$ cat src/design/imucaf_pkg.sv
// Shared types, constants and helper functions for the IMU attitude filter.
// No dependencies.
package imucaf_pkg;

	localparam int AXES            = 3;
	localparam int ANGLE_FRAC_BITS = 16;
	localparam int CORDIC_STEPS    = 16;
	localparam int INC_SHIFT       = 24 - ANGLE_FRAC_BITS;
	localparam int CNT_W           = $clog2(CORDIC_STEPS + 1);
	localparam int CORD_W          = 34;

	localparam logic [16:0] ONE_Q15  = 17'd32768;
	localparam logic [24:0] STEP_MAX = 25'd16777216;

	typedef enum logic [2:0] {
		REG_BIAS_X    = 3'd0,
		REG_BIAS_Y    = 3'd1,
		REG_BIAS_Z    = 3'd2,
		REG_ACC_SMOOTH = 3'd3,
		REG_GYR_SMOOTH = 3'd4,
		REG_RATE_STEP = 3'd5,
		REG_TRUST     = 3'd6,
		REG_FILT_EN   = 3'd7
	} reg_idx_t;

	typedef struct packed {
		logic signed [15:0] accel_x;
		logic signed [15:0] accel_y;
		logic signed [15:0] accel_z;
		logic signed [15:0] rate_x;
		logic signed [15:0] rate_y;
		logic signed [15:0] rate_z;
	} in_item_t;

	typedef struct packed {
		logic signed [15:0] smooth_accel_x;
		logic signed [15:0] smooth_accel_y;
		logic signed [15:0] smooth_accel_z;
		logic signed [15:0] smooth_rate_x;
		logic signed [15:0] smooth_rate_y;
		logic signed [15:0] smooth_rate_z;
		logic signed [31:0] pitch_angle;
		logic signed [31:0] roll_angle;
		logic signed [31:0] yaw_angle;
	} out_item_t;

	typedef struct packed {
		logic cap_in;
		logic cap_prod;
		logic cap_y;
		logic cap_inc;
		logic cap_g;
		logic filt_en;
	} lane_ctrl_t;

	function automatic logic [16:0] sat_coef(input logic [15:0] c);
		sat_coef = ({1'b0, c} > ONE_Q15) ? ONE_Q15 : {1'b0, c};
	endfunction

	// atan(2^-i) in degrees, Q24
	function automatic logic [30:0] atan_q24(input logic [4:0] i);
		unique case (i)
			5'd0:  atan_q24 = 31'd754974720;
			5'd1:  atan_q24 = 31'd445687602;
			5'd2:  atan_q24 = 31'd235489088;
			5'd3:  atan_q24 = 31'd119537938;
			5'd4:  atan_q24 = 31'd60000934;
			5'd5:  atan_q24 = 31'd30029717;
			5'd6:  atan_q24 = 31'd15018523;
			5'd7:  atan_q24 = 31'd7509720;
			5'd8:  atan_q24 = 31'd3754917;
			5'd9:  atan_q24 = 31'd1877466;
			5'd10: atan_q24 = 31'd938734;
			5'd11: atan_q24 = 31'd469367;
			5'd12: atan_q24 = 31'd234684;
			5'd13: atan_q24 = 31'd117342;
			5'd14: atan_q24 = 31'd58671;
			5'd15: atan_q24 = 31'd29335;
			5'd16: atan_q24 = 31'd14668;
			5'd17: atan_q24 = 31'd7334;
			5'd18: atan_q24 = 31'd3667;
			5'd19: atan_q24 = 31'd1833;
			5'd20: atan_q24 = 31'd917;
			5'd21: atan_q24 = 31'd458;
			5'd22: atan_q24 = 31'd229;
			5'd23: atan_q24 = 31'd115;
			default: atan_q24 = 31'd0;
		endcase
	endfunction

endpackage

$ cat src/design/imucaf_cordic.sv
// Iterative vectoring CORDIC atan2(y, x) in degrees, one rotation per cycle.
// Depends on imucaf_pkg.
module imucaf_cordic
	import imucaf_pkg::*;
(
	input  logic               clk,
	input  logic               arst_n,
	input  logic               start,
	input  logic signed [15:0] y_in,
	input  logic signed [15:0] x_in,
	output logic               done,
	output logic signed [31:0] angle
);

	logic signed [CORD_W-1:0] x_q, y_q, z_q;
	logic [CNT_W-1:0]         cnt_q;
	logic                     busy_q, fin_q, done_q, zero_q;
	logic signed [31:0]       angle_q;
	logic signed [CORD_W-1:0] xs, ys, dx, dy, z_rnd;
	logic signed [CORD_W-1:0] ang_step;

	assign xs = CORD_W'(x_in) <<< 14;
	assign ys = CORD_W'(y_in) <<< 14;
	assign dx = y_q >>> cnt_q;
	assign dy = x_q >>> cnt_q;
	assign ang_step = $signed({{(CORD_W-31){1'b0}}, atan_q24(5'(cnt_q))});
	assign z_rnd = (z_q + (CORD_W'(1) <<< (INC_SHIFT - 1))) >>> INC_SHIFT;

	always_ff @(posedge clk) begin
		if (start) begin
			zero_q <= (x_in == '0) && (y_in == '0);
			if (xs[CORD_W-1]) begin
				if (!ys[CORD_W-1]) begin
					x_q <= ys;
					y_q <= -xs;
					z_q <= CORD_W'(90 * 16777216);
				end else begin
					x_q <= -ys;
					y_q <= xs;
					z_q <= -CORD_W'(90 * 16777216);
				end
			end else begin
				x_q <= xs;
				y_q <= ys;
				z_q <= '0;
			end
		end else if (busy_q) begin
			if (!y_q[CORD_W-1] && (y_q != '0)) begin
				x_q <= x_q + dx;
				y_q <= y_q - dy;
				z_q <= z_q + ang_step;
			end else begin
				x_q <= x_q - dx;
				y_q <= y_q + dy;
				z_q <= z_q - ang_step;
			end
		end
		if (fin_q) begin
			angle_q <= zero_q ? 32'sd0 : z_rnd[31:0];
		end
	end

	always_ff @(posedge clk or negedge arst_n) begin
		if (!arst_n) begin
			busy_q <= 1'b0;
			fin_q  <= 1'b0;
			done_q <= 1'b0;
			cnt_q  <= '0;
		end else begin
			fin_q  <= 1'b0;
			done_q <= fin_q;
			if (start) begin
				busy_q <= 1'b1;
				cnt_q  <= '0;
			end else if (busy_q) begin
				cnt_q <= cnt_q + 1'b1;
				if (cnt_q == CNT_W'(CORDIC_STEPS - 1)) begin
					busy_q <= 1'b0;
					fin_q  <= 1'b1;
				end
			end
		end
	end

	assign done  = done_q;
	assign angle = angle_q;

endmodule

$ cat config.mk
export PLATFORM = sky130hd
export DESIGN_NAME = imucaf_cordic
export DESIGN_NICKNAME = d
export VERILOG_FILES = /design/src/design/imucaf_pkg.sv /design/src/design/imucaf_cordic.sv
export SDC_FILE = /design/constraint.sdc
export NUM_CORES = 1
export LEC_CHECK = 0
export ABC_AREA = 1
export BUFFER_PORTS_ARGS = -buffer_cell sky130_fd_sc_hd__buf_2
export CAP_MARGIN = 5
export CORE_MARGIN = 3
export CORE_UTILIZATION = 35
export DETAILED_ROUTE_END_ITERATION = 8
export PLACE_DENSITY_LB_ADDON = 0.05
export SLEW_MARGIN = 20
export SYNTH_ARGS = -nofsm -noshare
export SYNTH_HDL_FRONTEND = slang
export SYNTH_SLANG_ARGS = --single-unit
$ cat constraint.sdc
create_clock -name clk -period 10.48 [get_ports clk]
set_input_delay 3.144 -clock clk [delete_from_list [all_inputs] [get_ports clk]]
set_output_delay 3.144 -clock clk [all_outputs]
set_load 0.01 [all_outputs]
==> impl_metrics.json <==
{
  "grt_pass1_vias": 19500,
  "crit_fanout": 66,
  "grt_max_degree": 81,
  "core_area_um2": 52800,
  "synth_area_um2": 18700,
  "initial_core_util_pct": 35.4,
  "final_common_cell": "nand2_1",
  "arrival_ns": 6.89,
  "die_h_um": 237,
  "gp_congestion": 0.920,
  "layout_common_cells": "nand2_1, nand3_1, inv_1",
  "grt-ovfl-total": 0,
  "post-route-drc-count": 0,
  "ys_types": 58,
  "seq_area_frac_synth_pct": 21.8,
  "finalCritPeriodShare_pct": 63.4,
  "area_delta_synth_final_pct": 7.29,
  "r2r_end": "y_q[25]",
  "cp_common_cell": "nand2_1",
  "hold_end": "fin_q",
  "fillers": 5852,
  "synthFlopType": "edfxtp_1",
  "cts_sinks": 137,
  "numCtsBuffers": 17,
  "finish.utilization_pct": 38.0,
  "path_class": "flop to flop",
  "max_cap_viol_count": 0,
  "grt_pass1_wl_mm": 113,
  "ir_worst_vdd_mv": 0.236,
  "worstPathRequired_ns": 10.72,
  "hold_path_class": "flop to flop",
  "r2r-start": "cnt_q[1]",
  "relSlewSlack_pct": 21.6,
  "cts_setup_buffers": 0,
  "io_pins": 68,
  "rrSetupSlack_ns": 3.83,
  "critPathCaptureType": "flop",
  "syn_area_per_cell_um2": 6.19,
  "synth_edf_count": 129,
  "fmax_mhz": 150,
  "clock_path_buffers": 2,
  "ant_nets": 0,
  "seqCellArea_um2": 4080,
  "final.min_clock_period_ns": 6.65,
  "root_buffer": "clkbuf_16",
  "synth_top_area_share_pct": 20.7,
  "slew_viol_final": 0,
  "antenna_cells": 0,
  "dpl.hpwl_mm": 58.6,
  "port_buffers": 67,
  "cts_hold_buf": 0,
  "cp-start-kind": "flop",
  "drt-total-wl_mm": 73.9,
  "layout-drive-gt1-share_pct": 6.91,
  "holdCritStartpoint": "busy_q",
  "die_w_um": 237,
  "tns_ns": 0,
  "synth_seq_cells": 137,
  "slowest_delay_ns": 0.67,
  "setup_viol": 0,
  "grt.total_usage_pct": 26.1,
  "num-nets-final": 3165,
  "grt_antenna_before_repair": 0,
  "worstRegToRegCells": 32,
  "die_area_um2": 56200,
  "syn-num-nets": 3175,
  "drt_iter0_drc": 1580,
  "vias_per_cell": 5.49,
  "status": "finished clean",
  "clk_pin_slew_worst_paths_ns": 0.07,
  "synth.largest_area_cell": "edfxtp_1",
  "p_total_w": 0.00756,
  "rsz0062_at_grt": "no",
  "yosys_warnings": 0,
  "cts_tree": "yes",
  "async_reset_ff_share_pct": 5.84,
  "route.vias.total": 20400,
  "htreeDepth": 4,
  "synthCells": 3021,
  "multi_input_area_um2": 12900,
  "clk_latency_ns": 0.50,
  "dr.pass1.iters": 6,
  "skew_ns": 0.0107,
  "worstMarginPinSlew_ns": 1.17,
  "p_per_area_nw_per_um2": 377,
  "slowest_stage": "nor2_1",
  "postCtsResizedCells": 0,
  "power.leakage_nw": 9.53,
  "final_hold_viol_count": 0,
  "wl_per_cell_um": 19.9,
  "num_rows": 84,
  "holdPathStages": 2,
  "synth_area_leaders": "edfxtp_1, nand2_1, nand3_1"
}
==> critical path, delay by kind of cell, from the launching register on <==
kind                       cells  cell delay, ns
adders and majority gates      2            0.59
AOI/OAI and AO/OA              8            2.05
xor gates and xnor gates       1            0.11
DFF                            1            0.34
buffers and inverters          8            1.41
and+or+nand+nor               13            1.83
==> power by group <==
part           internal, W  switching [W]  total [W]
logic              0.00185        0.00382    0.00566
registers         0.000913       0.000338    0.00125
clock network     0.000337       0.000308   0.000644
total              0.00310        0.00446    0.00756
==> final cells by class <==
type / count / area share, %
Clock buffer: 18 / 2.14
Tap cell: 688 / 4.29
Inverter: 298 / 5.59
Multi-Input combinational cell: 2471 / 64.5
Sequential cell: 137 / 20.3
Clock inverter: 14 / 0.761
Timing Repair Buffer: 86 / 2.38
==> routing by layer <==
layer  global-route usage (%)  vias to the layer above  wire, um
met5                        0                        -         0
met4                     8.83                        0      2310
met3                     3.41                       98      3450
met2                     46.5                      566     36600
met1                     32.5                     9474     31600
li1                         -                    10200         -
==> worst max-delay path by stage <==
stage	startpoint	end	slack [ns]
final	cnt_q[1]	y_q[25]	3.83
after global routing	cnt_q[1]	y_q[25]	3.12
after CTS	cnt_q[1]	y_q[25]	3.86
after detailed placement	cnt_q[1]	y_q[25]	3.91
after global placement	cnt_q[1]	y_q[25]	3.98
after floorplan	start	x_q[0]	4.30
==> Yosys cell counts, drive strengths merged (11+ instances only) <==
library cell  number
o21ai            233
nor4              12
a21oi            253
a21o              12
nand2            844
nor2             280
o211ai            11
xnor2             45
o21a              22
a31oi             25
o21bai            15
ha               116
inv              298
nand3            386
nor3              45
buf               70
edfxtp           129
xor2              64
nand4             34
clkbuf            45
==> cells by family (layout without fill, tap and decap cells) <==
| kind of cell | count (synthesis) | after routing | synth area share (%) |
|---|---|---|---|
| and+or+nand+nor | 1626 | 1626 | 37.5 |
| AOI/OAI and AO/OA | 617 | 617 | 18.5 |
| buffers and inverters | 413 | 416 | 9.06 |
| DFF | 137 | 137 | 21.8 |
| adders and majority gates | 119 | 119 | 8.08 |
| xor gates and xnor gates | 109 | 109 | 5.10 |
==> sequential cells by signal, indices dropped and copies added (netlist names), 5 cells and up <==
name   count
cnt_q      5
angle     26
y_q       34
x_q       34
z_q       34
==> through the flow <==
| stage | area [um^2] | hold WS [ns] | worst slack (ns) | instances |
|---|---|---|---|---|
| detailed placement | 19500 | 0.588 | 3.91 | 3680 |
| CTS | 20100 | 0.604 | 3.86 | 3712 |
| finish | 20100 | 0.609 | 3.83 | 3712 |
| floorplan | 18700 | 0.522 | 4.30 | 3021 |
| global route | 20100 | 0.627 | 3.12 | 3712 |
| global placement | 19500 | 0.578 | 3.98 | 3680 |
(Power assumes the default switching activity.)
